`config.mk`:
```
export PLATFORM = sky130hd
export DESIGN_NAME = multi_axis_stepper_step_generator_top_flat
export DESIGN_NICKNAME = d
export VERILOG_FILES = /design/src/rtl/masg_pkg.sv /design/src/rtl/masg_stream_if.sv /design/src/rtl/multi_axis_stepper_step_generator_top.sv /design/src/flat_wrapper.sv
export SDC_FILE = /design/constraint.sdc
export NUM_CORES = 1
export LEC_CHECK = 0
export ABC_AREA = 1
export BUFFER_PORTS_ARGS = -buffer_cell sky130_fd_sc_hd__buf_2
export CORE_UTILIZATION = 35
export DETAILED_ROUTE_END_ITERATION = 8
export PLACE_DENSITY = 0.61
export SYNTH_ARGS = -nofsm -noshare
export SYNTH_HDL_FRONTEND = slang
export SYNTH_SLANG_ARGS = --single-unit
```
`constraint.sdc`:
```
create_clock -name clock -period 4.7 [get_ports clock]
set_clock_uncertainty 0.05 [all_clocks]
set_input_delay 0.47 -clock clock [delete_from_list [all_inputs] [get_ports clock]]
set_output_delay 0.47 -clock clock [all_outputs]
set_load 0.02 [all_outputs]
```
`src/rtl/masg_pkg.sv`:
```
// shared types, op codes and defaults for the step generator
package masg_pkg;

   localparam int AXES_DEFAULT      = 4;
   localparam int POS_WIDTH_DEFAULT = 32;

   localparam int OP_W     = 3;
   localparam int AXIS_W   = 2;
   localparam int AMOUNT_W = 32;
   localparam int MASK_W   = 4;
   localparam int APOS_W   = 32;

   localparam logic [OP_W-1:0] OP_TICK        = 3'd0;
   localparam logic [OP_W-1:0] OP_SET_TARGET  = 3'd1;
   localparam logic [OP_W-1:0] OP_ADD_TARGET  = 3'd2;
   localparam logic [OP_W-1:0] OP_SUB_TARGET  = 3'd3;
   localparam logic [OP_W-1:0] OP_ADD_ALL     = 3'd4;
   localparam logic [OP_W-1:0] OP_ENABLE      = 3'd5;
   localparam logic [OP_W-1:0] OP_DISABLE     = 3'd6;

   typedef struct packed {
      logic [OP_W-1:0]            op;
      logic [AXIS_W-1:0]          axis;
      logic signed [AMOUNT_W-1:0] amount;
   } req_payload_type;

   typedef struct packed {
      logic [MASK_W-1:0]        step_mask;
      logic [MASK_W-1:0]        dir_bits;
      logic                     motors_on;
      logic signed [APOS_W-1:0] axis_position;
   } rsp_payload_type;

endpackage

```
`src/rtl/masg_stream_if.sv`:
```
// valid/ready stream channel carrying one payload per transfer
interface masg_stream_if #(
   parameter type payload_type = logic
);
   logic        valid;
   logic        ready;
   payload_type payload;

   modport source (output valid, output payload, input ready);
   modport sink (input valid, input payload, output ready);
endinterface

```
`src/rtl/multi_axis_stepper_step_generator_top.sv`:
```
// Step/direction generator for AXES axes. Every transfer on req_if (tick, target command or
// enable/disable) gives exactly one transfer on rsp_if with the step mask, direction levels,
// enable flag and the selected axis position after that item. One item is taken per clock:
// an input register feeds a single stage of per-axis compare and increment logic whose
// results land in the state registers and in the output register; the block keeps that
// rate for as long as rsp_if is not stalled. req_if.ready follows rsp_if.ready
// combinationally through the input stage.
module multi_axis_stepper_step_generator_top
   import masg_pkg::*;
#(
   parameter int AXES      = AXES_DEFAULT,
   parameter int POS_WIDTH = POS_WIDTH_DEFAULT
) (
   input  logic          clock,
   input  logic          reset,
   masg_stream_if.sink   req_if,
   masg_stream_if.source rsp_if
);

   // input stage
   logic            s1_valid_ff, s1_valid_in;
   req_payload_type s1_ff;

   // output stage
   logic            out_valid_ff, out_valid_in;
   rsp_payload_type out_ff, out_in;

   logic advance, proc;

   // axis state
   logic [POS_WIDTH-1:0] cur_ff [AXES];
   logic [POS_WIDTH-1:0] cur_in [AXES];
   logic [POS_WIDTH-1:0] tgt_ff [AXES];
   logic [POS_WIDTH-1:0] tgt_in [AXES];
   logic [AXES-1:0]      dir_ff, dir_in;
   logic                 en_ff, en_in;

   logic [AXES-1:0]        step;
   logic [AXES-1:0]        sel;
   logic                   ax_ok;
   logic [POS_WIDTH-1:0]   amt_pos;
   logic [POS_WIDTH-1:0]   pos_sel;
   logic [AXES+MASK_W-1:0] dir_pad;

   assign advance       = !out_valid_ff || rsp_if.ready;
   assign proc          = s1_valid_ff && advance;
   assign req_if.ready  = !s1_valid_ff || advance;
   assign rsp_if.valid  = out_valid_ff;
   assign rsp_if.payload = out_ff;

   assign s1_valid_in  = req_if.ready ? req_if.valid : s1_valid_ff;
   assign out_valid_in = proc || (out_valid_ff && !rsp_if.ready);

   // sign-extend or truncate the amount to the position width
   assign amt_pos = POS_WIDTH'(s1_ff.amount);

   always_comb begin
      for (int i = 0; i < AXES; i++) begin
         sel[i] = (int'(s1_ff.axis) == i);
      end
      ax_ok = |sel;
   end

   always_comb begin
      for (int i = 0; i < AXES; i++) begin
         cur_in[i] = cur_ff[i];
         tgt_in[i] = tgt_ff[i];
      end
      dir_in = dir_ff;
      en_in  = en_ff;
      step   = '0;
      if (proc) begin
         case (s1_ff.op)
            OP_TICK: begin
               if (en_ff) begin
                  for (int i = 0; i < AXES; i++) begin
                     if (cur_ff[i] != tgt_ff[i]) begin
                        step[i] = 1'b1;
                        if ($signed(tgt_ff[i]) > $signed(cur_ff[i])) begin
                           dir_in[i] = 1'b0;
                           cur_in[i] = cur_ff[i] + POS_WIDTH'(1);
                        end else begin
                           dir_in[i] = 1'b1;
                           cur_in[i] = cur_ff[i] - POS_WIDTH'(1);
                        end
                     end
                  end
               end
            end
            OP_SET_TARGET: begin
               for (int i = 0; i < AXES; i++) begin
                  if (en_ff && sel[i]) begin
                     tgt_in[i] = amt_pos;
                  end
               end
            end
            OP_ADD_TARGET: begin
               for (int i = 0; i < AXES; i++) begin
                  if (en_ff && sel[i]) begin
                     tgt_in[i] = tgt_ff[i] + amt_pos;
                  end
               end
            end
            OP_SUB_TARGET: begin
               for (int i = 0; i < AXES; i++) begin
                  if (en_ff && sel[i]) begin
                     tgt_in[i] = tgt_ff[i] - amt_pos;
                  end
               end
            end
            OP_ADD_ALL: begin
               // applies whether or not the motors are on
               for (int i = 0; i < AXES; i++) begin
                  tgt_in[i] = tgt_ff[i] + amt_pos;
               end
            end
            OP_ENABLE: begin
               en_in = 1'b1;
            end
            OP_DISABLE: begin
               en_in = 1'b0;
            end
            default: begin
            end
         endcase
      end
   end

   always_comb begin
      pos_sel = '0;
      for (int i = 0; i < AXES; i++) begin
         if (sel[i]) begin
            pos_sel = pos_sel | cur_in[i];
         end
      end
      // axes missing below four report as moving toward negative
      dir_pad                = {{MASK_W{1'b1}}, dir_in};
      out_in.step_mask       = MASK_W'(step);
      out_in.dir_bits        = dir_pad[MASK_W-1:0];
      out_in.motors_on       = en_in;
      out_in.axis_position   = ax_ok ? APOS_W'(pos_sel) : '0;
   end

   always_ff @(posedge clock) begin
      if (reset) begin
         s1_valid_ff  <= 1'b0;
         out_valid_ff <= 1'b0;
         for (int i = 0; i < AXES; i++) begin
            cur_ff[i] <= '0;
            tgt_ff[i] <= '0;
         end
         dir_ff <= '1;
         en_ff  <= 1'b1;
      end else begin
         s1_valid_ff  <= s1_valid_in;
         out_valid_ff <= out_valid_in;
         for (int i = 0; i < AXES; i++) begin
            cur_ff[i] <= cur_in[i];
            tgt_ff[i] <= tgt_in[i];
         end
         dir_ff <= dir_in;
         en_ff  <= en_in;
      end
   end

   always_ff @(posedge clock) begin
      if (req_if.valid && req_if.ready) begin
         s1_ff <= req_if.payload;
      end
      if (proc) begin
         out_ff <= out_in;
      end
   end

endmodule

```
`src/flat_wrapper.sv`:
```
// flat-port wrapper written by rule: the top's interface ports become plain ports
module multi_axis_stepper_step_generator_top_flat import masg_pkg::*;
#(
   parameter int AXES      = AXES_DEFAULT,
   parameter int POS_WIDTH = POS_WIDTH_DEFAULT
)
  (clock, reset, req_if_valid, req_if_payload, req_if_ready, rsp_if_valid, rsp_if_payload, rsp_if_ready);
  masg_stream_if req_if_i ();
  masg_stream_if rsp_if_i ();
  input  logic clock;
  input  logic reset;
  input wire logic [$bits(req_if_i.valid)-1:0] req_if_valid;
  input wire logic [$bits(req_if_i.payload)-1:0] req_if_payload;
  output wire logic [$bits(req_if_i.ready)-1:0] req_if_ready;
  output wire logic [$bits(rsp_if_i.valid)-1:0] rsp_if_valid;
  output wire logic [$bits(rsp_if_i.payload)-1:0] rsp_if_payload;
  input wire logic [$bits(rsp_if_i.ready)-1:0] rsp_if_ready;
  assign req_if_i.valid = req_if_valid;
  assign req_if_i.payload = req_if_payload;
  assign req_if_ready = req_if_i.ready;
  assign rsp_if_valid = rsp_if_i.valid;
  assign rsp_if_payload = rsp_if_i.payload;
  assign rsp_if_i.ready = rsp_if_ready;
  multi_axis_stepper_step_generator_top #(.AXES(AXES), .POS_WIDTH(POS_WIDTH)) u_core (.clock(clock), .reset(reset), .req_if(req_if_i), .rsp_if(rsp_if_i));
endmodule
```
# Yosys cells after proc, flatten, opt, wreduce, memory -nomap -nowiden
# Memories as Yosys holds them, arrays and structs flattened.
# Cells that the tools add are included.
# Widths: inputs -> output; s select.
# word_totals
n_memories	2
register_bits	3
wordCells	57
ramBits	256
in_bits	5
# memory_table
name	words	word_bits	rd	rd_clocked_by_memory_dff	wr	line	source
u_core.cur_ff	4	32	4	0	4	multi_axis_stepper_step_generator_top.sv:31	logic [POS_WIDTH-1:0] cur_ff [AXES];
u_core.tgt_ff	4	32	4	0	4	multi_axis_stepper_step_generator_top.sv:33	logic [POS_WIDTH-1:0] tgt_ff [AXES];
# op_classes
bitwise_logic	8
n_mux	20
addsub	8
reduce_logical	8
n_eq_ne	4
order_cmp	4
# op_table
cell	count
$mux 32	16
$add 32x1->32 const B	4
$gt 32x32->1	4
$mux 128	1
$ne 32x32->1	4
$sub 32x1->32 const B	4
$or 1x1->1	8
$logic_not 1->1	3
$logic_or 1x1->1	3
$mux 1	3
$logic_and 1x1->1	2

# Depth between registers and ports, before layout
# Gate-level depths: netlist (run 1).
# An unclocked memory read counts as a cell.
# logic_depth
ltp_word	6
ltp_mapped	14
depth_no_buf	14

# Least setup slack after synthesis (run 1)
# Ideal clock, no wire load.
# synth_timing
path_type	flip-flop to flip-flop
start	memory u_core.cur_ff[0][31] (netlist name)
end	memory u_core.cur_ff[0][28] (netlist name)
required_time_ps	4541
n_path_buf	0
period_less_slack_ps	2250
stages_incl_launch_ff	13
arrival_ps	2092
slack_ps	2450
setup_ps	109
path_cell_list	dfxtp_1 > inv_1 > ha_1 > nand2_1 > inv_1 > a21oi_1 > nand3_1 > nand2_1 > nand2_1 > nand2_1 > nand3_1 > nand2_1 > inv_1
# synth_rtl
element	line
start, declared	multi_axis_stepper_step_generator_top.sv:31

==> results.sh, run 1 <==
export IMPL_cts_num_sinks=35
export IMPL_diodes=0
export IMPL_switching_power_mw=0.757
export IMPL_boundaryPins=8
export IMPL_fp_dieW_um=106
export IMPL_power_total_mw=1.55
export IMPL_syn_num_nets=723
export IMPL_cts_max_level=2
export IMPL_max_slew_worst_pin_slew_ns=0.882
export IMPL_p_leak_nw=2.39
export IMPL_crit_path_end_kind="register"
export IMPL_p_per_area_mw_per_mm2=383
export IMPL_switching_share=0.490
export IMPL_path_common_cell="nand2_1"
export IMPL_intPower_mw=0.789
export IMPL_cts_setup_buffers=0
export IMPL_nets=728
export IMPL_yosys_cell_types_count=30
export IMPL_antenna_found_initial=0
export IMPL_p_clk_frac=0.187
export IMPL_path_max_fanout=21
export IMPL_cts_resized=0
export IMPL_fmax_ghz=0.350
export IMPL_drc=0
export IMPL_cts_made_buffers=5
export IMPL_fin_crit_sh=0.607
export IMPL_pwr_share_seq=0.230
export IMPL_netlist_area_sq_mm=0.00378
export IMPL_yosysSeqAreaShare=0.188
export IMPL_dr_pass1_iters=4
export IMPL_setup_viol=0
export IMPL_clk_pin_slew_ns=0.08
export IMPL_gp_congestion=0.903
export IMPL_yosys_area_top_type="nand2_1"
export IMPL_clock_root_buffer="clkbuf_8"
export IMPL_fp_row_count=37
export IMPL_finalSetupTns_ns=0
export IMPL_dieArea_sq_mm=0.0112
export IMPL_initial_core_util=0.363
export IMPL_cts_hold_fix_buffers=0
export IMPL_layout_min_cycle_time_ns=2.85
export IMPL_rsz0062_at_grt="false"
export IMPL_crit_type="reg -> reg"
export IMPL_vdd_ir_drop_max_mv=0.135
export IMPL_drtIter0Drc=231
export IMPL_hold_viol=0
export IMPL_critPathSlowestCell="inv_1"
export IMPL_cp_arrival_ns=3.01
export IMPL_worstPathRequired_ns=4.86
export IMPL_postSynthCellCount=684
export IMPL_synth_most_common_cell="nand2_1"
export IMPL_vias=3852
export IMPL_coreArea_sq_mm=0.0104
export IMPL_grt_overflow=0
export IMPL_ys_warn_count=0
export IMPL_synth_top_area_frac=0.239
export IMPL_drive_gt1_frac=0.0333
export IMPL_dp_hpwl_mm=7.73
export IMPL_cp_num_buf_inv=4
export IMPL_grt_pass1_wl_mm=16.9
export IMPL_vias_per_cell=4.66
export IMPL_maxSlewViolCount=0
export IMPL_grt_max_degree=37
export IMPL_p_comb_frac=0.583
export IMPL_max_clock_path_buffers=2
export IMPL_drv_cap=0
export IMPL_cts_tree="yes"
export IMPL_slowest_delay_ns=0.41
export IMPL_wl_mm=9.79
export IMPL_numPortBuffers=6
export IMPL_crit_family="buffers and inverters"
export IMPL_path_cells="inv_1, buf_4, ha_1, nand2_1, inv_1, a21oi_1, nand3_1, nand2_1, nand2_1, nand2_1, nand3_1, nand2_1, inv_1"
export IMPL_syn2layout_area_growth_pct=6.58
export IMPL_async_flop_share=0
export IMPL_status="finished, final reports clean"
export IMPL_worstHoldPathType="in -> reg"
export IMPL_dieHeight_um=106
export IMPL_startpoint_type="register"
export IMPL_synth_flop_cell="dfxtp_1"
export IMPL_synth_common_cells="nand2_1 (241), inv_1 (141), nor2_1 (80), nand3_1 (52), a21oi_1 (40)"
export IMPL_synthTopCellsByArea="nand2_1 (24%), dfxtp_1 (18%), inv_1 (14%)"
export IMPL_relSlewSlack=0.410
export IMPL_synth_edf_count=1
export IMPL_insertion_delay_ns=0.31
export IMPL_ys_ff_latch=35
export IMPL_syn_avg_cell_area_sq_um=5.53
export IMPL_grt_util_all_layers=0.187
export IMPL_grt_pass1_vias=3674
export IMPL_wl_per_cell_um=11.8
export IMPL_finish_utilization=0.387
export IMPL_ant_nets=0
## worst reg2reg max path, stage by stage (launching register included)
cell and delay [ns]:
dfxtp_1 0.37, inv_1 0.41, buf_4 0.36, ha_1 0.34
nand2_1 0.10, inv_1 0.05, a21oi_1 0.29, nand3_1 0.25
nand2_1 0.19, nand2_1 0.07, nand2_1 0.07, nand3_1 0.06
nand2_1 0.10, inv_1 0.04
## cell families (layout without fill, tap and decap cells)
family,count (synthesis),in the layout,share of synthesized area
simple gates,388,388,0.413
buf+inv,150,156,0.159
compound gates,63,63,0.0933
flops,35,35,0.188
fa+ha+maj,34,34,0.114
xor+xnor,14,14,0.0324
## metrics by stage
step / instances / hold WS, ns / worst slack, ns / area (sq um)
after floorplan: 684 / 0.394 / 2.45 / 3780
after global placement: 818 / 0.406 / 1.92 / 3920
after detailed placement: 818 / 0.419 / 1.87 / 3920
after CTS: 826 / 0.352 / 1.86 / 4030
after global routing: 826 / 0.366 / 1.60 / 4030
final: 826 / 0.355 / 1.85 / 4030
## path summary, 6_finish.rpt
check | start | end | slack (ns) | depth (start not counted)
hold reg to reg | u_core.s1_valid_ff | u_core.rsp_if.valid | 0.43 | 2
hold / removal | req_if_valid | u_core.s1_valid_ff | 0.35 | 3
setup / recovery | u_core.cur_ff[0][31] | u_core.cur_ff[0][28] | 1.85 | 13
setup reg to reg | u_core.cur_ff[0][31] | u_core.cur_ff[0][28] | 1.85 | 13
## power by group through the flow
stage / Sequential [mW] / Combinational [mW] / Clock (mW)
3_3_place_gp: 0.361 / 0.888 / 0
2_1_floorplan: 0.356 / 0.703 / 0
5_1_grt: 0.360 / 1.04 / 0.311
6_report: 0.355 / 0.902 / 0.289
3_5_place_dp: 0.362 / 0.891 / 0
4_1_cts: 0.355 / 0.898 / 0.295
## flip-flops by register name, indices dropped and copies added, names as in the netlist
name,cells
u_core.cur_ff,32
u_core.s1_valid_ff,1
u_core.rsp_if.payload,1
u_core.rsp_if.valid,1
## cell usage in the layout, fill, tap and decap left out, types with 4 or more instances in the layout
cell,n
buf_2,6
nand2_1,241
a21oi_1,40
nor2_1,80
inv_1,141
nor3_1,4
nand4_1,5
clkbuf_8,5
o21ai_1,5
nand3_1,52
ha_1,33
xnor2_1,4
dfxtp_1,34
o21ai_0,8
xor2_1,10
## area by class of cell
class,instances,area [sq um]
Fill cell,1148,6380
Multi-Input combinational cell,499,2470
Sequential cell,35,711
Inverter,141,529
Tap cell,136,170
Clock buffer,5,68.8
Clock inverter,3,43.8
Timing Repair Buffer,7,37.5
## metal layers
layer,vias up,GRT usage,part of all wire
li1,2095,-,-
met1,1692,0.247,0.50
met2,53,0.316,0.45
met3,12,0.0184,0.029
met4,0,0.0704,0.022
met5,-,0,0
No activity file was read; power rests on OpenSTA's default activity.
==> run 2, diff against run 1 <==
Settings changed: PLACE_DENSITY 0.61 to 0.62.
Clock period 4.7 ns to 2.5 ns, I/O delays scaled along.
==> run 2 against run 1 <==
  * Worst setup slack got worse by 1.6 ns
  * Register-to-register slack got worse by 1.6 ns
  * Utilization rose by 0.65 points
  * Critical path depth fell by 1
  * Via count rose by 2.0%
  * Critical endpoint is now u_core.cur_ff[0][19]
==> results.sh, run 2 (synthesis gave the netlist of run 1 again) <==
export IMPL_fmax_ghz=0.435
export IMPL_cts_tree="yes"
export IMPL_clk_pin_slew_ns=0.09
export IMPL_dp_slack_ns=0.159
export IMPL_vdd_ir_drop_max_mv=0.247
export IMPL_cts_made_buffers=5
export IMPL_hold_viol=0
export IMPL_worstPathRequired_ns=2.65
export IMPL_diodes=0
export IMPL_regMostFlops="u_core.cur_ff"
export IMPL_r2r_start="u_core.cur_ff[0][31]"
export IMPL_drc=0
export IMPL_path_max_fanout=20
export IMPL_gp_congestion=0.952
export IMPL_final_common_cell="nand2_1"
export IMPL_wl_per_cell_um=12.0
export IMPL_drive_gt1_frac=0.0460
export IMPL_fp_dieW_um=106
export IMPL_path_cells="inv_1, buf_12, ha_1, nand2_1, nor2_1, nand3_1, nand3_1, nand2_1, nand3_1, nand3_1, nand2_1, inv_1"
export IMPL_critPathSlowestCell="dfxtp_2"
export IMPL_ant_nets=0
export IMPL_crit_type="reg -> reg"
export IMPL_final_cell_mix="nand2_1 (241), inv_1 (141), nor2_1 (80)"
export IMPL_fillers=1151
export IMPL_insertion_delay_ns=0.31
export IMPL_initial_core_util=0.363
export IMPL_dieHeight_um=106
export IMPL_cts_setup_buffers=0
export IMPL_dp_hpwl_mm=7.98
export IMPL_vias_per_cell=4.72
export IMPL_setup_viol=0
export IMPL_rsz0062_at_grt="false"
export IMPL_drtIter0Drc=254
export IMPL_syn2layout_area_growth_pct=8.37
export IMPL_grt_util_all_layers=0.188
export IMPL_p_per_area_mw_per_mm2=721
export IMPL_grt_max_degree=28
export IMPL_finalSetupTns_ns=0
export IMPL_path_common_cell="nand3_1"
export IMPL_clock_root_buffer="clkbuf_8"
export IMPL_status="finished, final reports clean"
export IMPL_critPathLaunch="u_core.cur_ff[0][31]"
export IMPL_crit_path_end_kind="register"
export IMPL_cp_arrival_ns=2.45
export IMPL_vias=3930
export IMPL_grt_pass1_vias=3599
export IMPL_dieArea_sq_mm=0.0112
export IMPL_largest_reg_flops=32
export IMPL_fp_row_count=37
export IMPL_max_slew_worst_pin_slew_ns=0.516
export IMPL_final_setup_worst_slack_ns=0.200
export IMPL_maxSlewViolCount=0
export IMPL_coreArea_sq_mm=0.0104
export IMPL_wl_mm=9.98
export IMPL_fin_crit_sh=0.920
export IMPL_max_clock_path_buffers=2
export IMPL_startpoint_type="register"
export IMPL_cts_max_level=2
export IMPL_cts_num_sinks=35
export IMPL_slowest_delay_ns=0.39
export IMPL_grt_overflow=0
export IMPL_boundaryPins=8
export IMPL_drv_cap=0
export IMPL_grt_pass1_wl_mm=16.8
export IMPL_dr_pass1_iters=5
export IMPL_antenna_found_initial=0
export IMPL_nets=734
export IMPL_worstHoldPathType="in -> reg"
export IMPL_p_leak_nw=2.43
export IMPL_hp_start="req_if_valid"
export IMPL_layout_min_cycle_time_ns=2.30
export IMPL_numPortBuffers=6
export IMPL_relSlewSlack=0.656
run 2: report_power, final:
part	leakage, nW	total (mW)	internal, mW	switching, mW
Sequential	0.290	0.669	0.620	0.0487
Combinational	2.08	1.74	0.591	1.15
Clock	0.0581	0.546	0.297	0.248
Total	2.43	2.96	1.51	1.45
run 2: timing repair:
item,CTS,global route
gates resized for setup,0,3
setup endpoints to repair,0,7
hold buffers,0,0
run 2: per-stage QoR:
stage	hold WS, ns	utilization	area [sq um]	instances	total power, mW
after floorplan	0.334	-	3780	684	1.99
after global placement	0.406	0.382	3980	824	2.38
after detailed placement	0.412	0.382	3980	824	2.39
after CTS	0.114	0.393	4090	832	2.96
after global routing	0.144	0.394	4100	832	3.25
final	0.124	0.394	4100	832	2.96
run 2: path summary, 6_finish.rpt:
path	endpoint	slack, ns	depth (start not counted)
setup / recovery	u_core.cur_ff[0][19]	0.20	12
hold / removal	u_core.s1_valid_ff	0.12	3
setup reg to reg	u_core.cur_ff[0][19]	0.20	12
hold reg to reg	u_core.rsp_if.valid	0.43	2
run 2: layout make-up:
cell class / count / area, sq um / share of cell area
multi-input cells: 499 / 2480 / 0.605
inverters: 141 / 529 / 0.129
clock inverters: 3 / 43.8 / 0.0107
flip-flops and latches: 35 / 712 / 0.174
repair buffers: 13 / 95.1 / 0.0232
well taps: 136 / 170 / 0.0415
clock buffers: 5 / 68.8 / 0.0168
run 2: per-layer routing:
layer	track usage	up-vias	routed length, um
met4	0.0704	0	228
li1	-	2112	-
met3	0.0202	12	418
met5	0	-	0
met2	0.312	76	4430
met1	0.249	1730	4900
run 2: critical path: cells and delay by family, from the launching register on:
family	cells	cell delay (ns)
fa+ha+maj	1	0.37
buf+inv	3	0.29
flops	1	0.39
simple gates	8	1.09
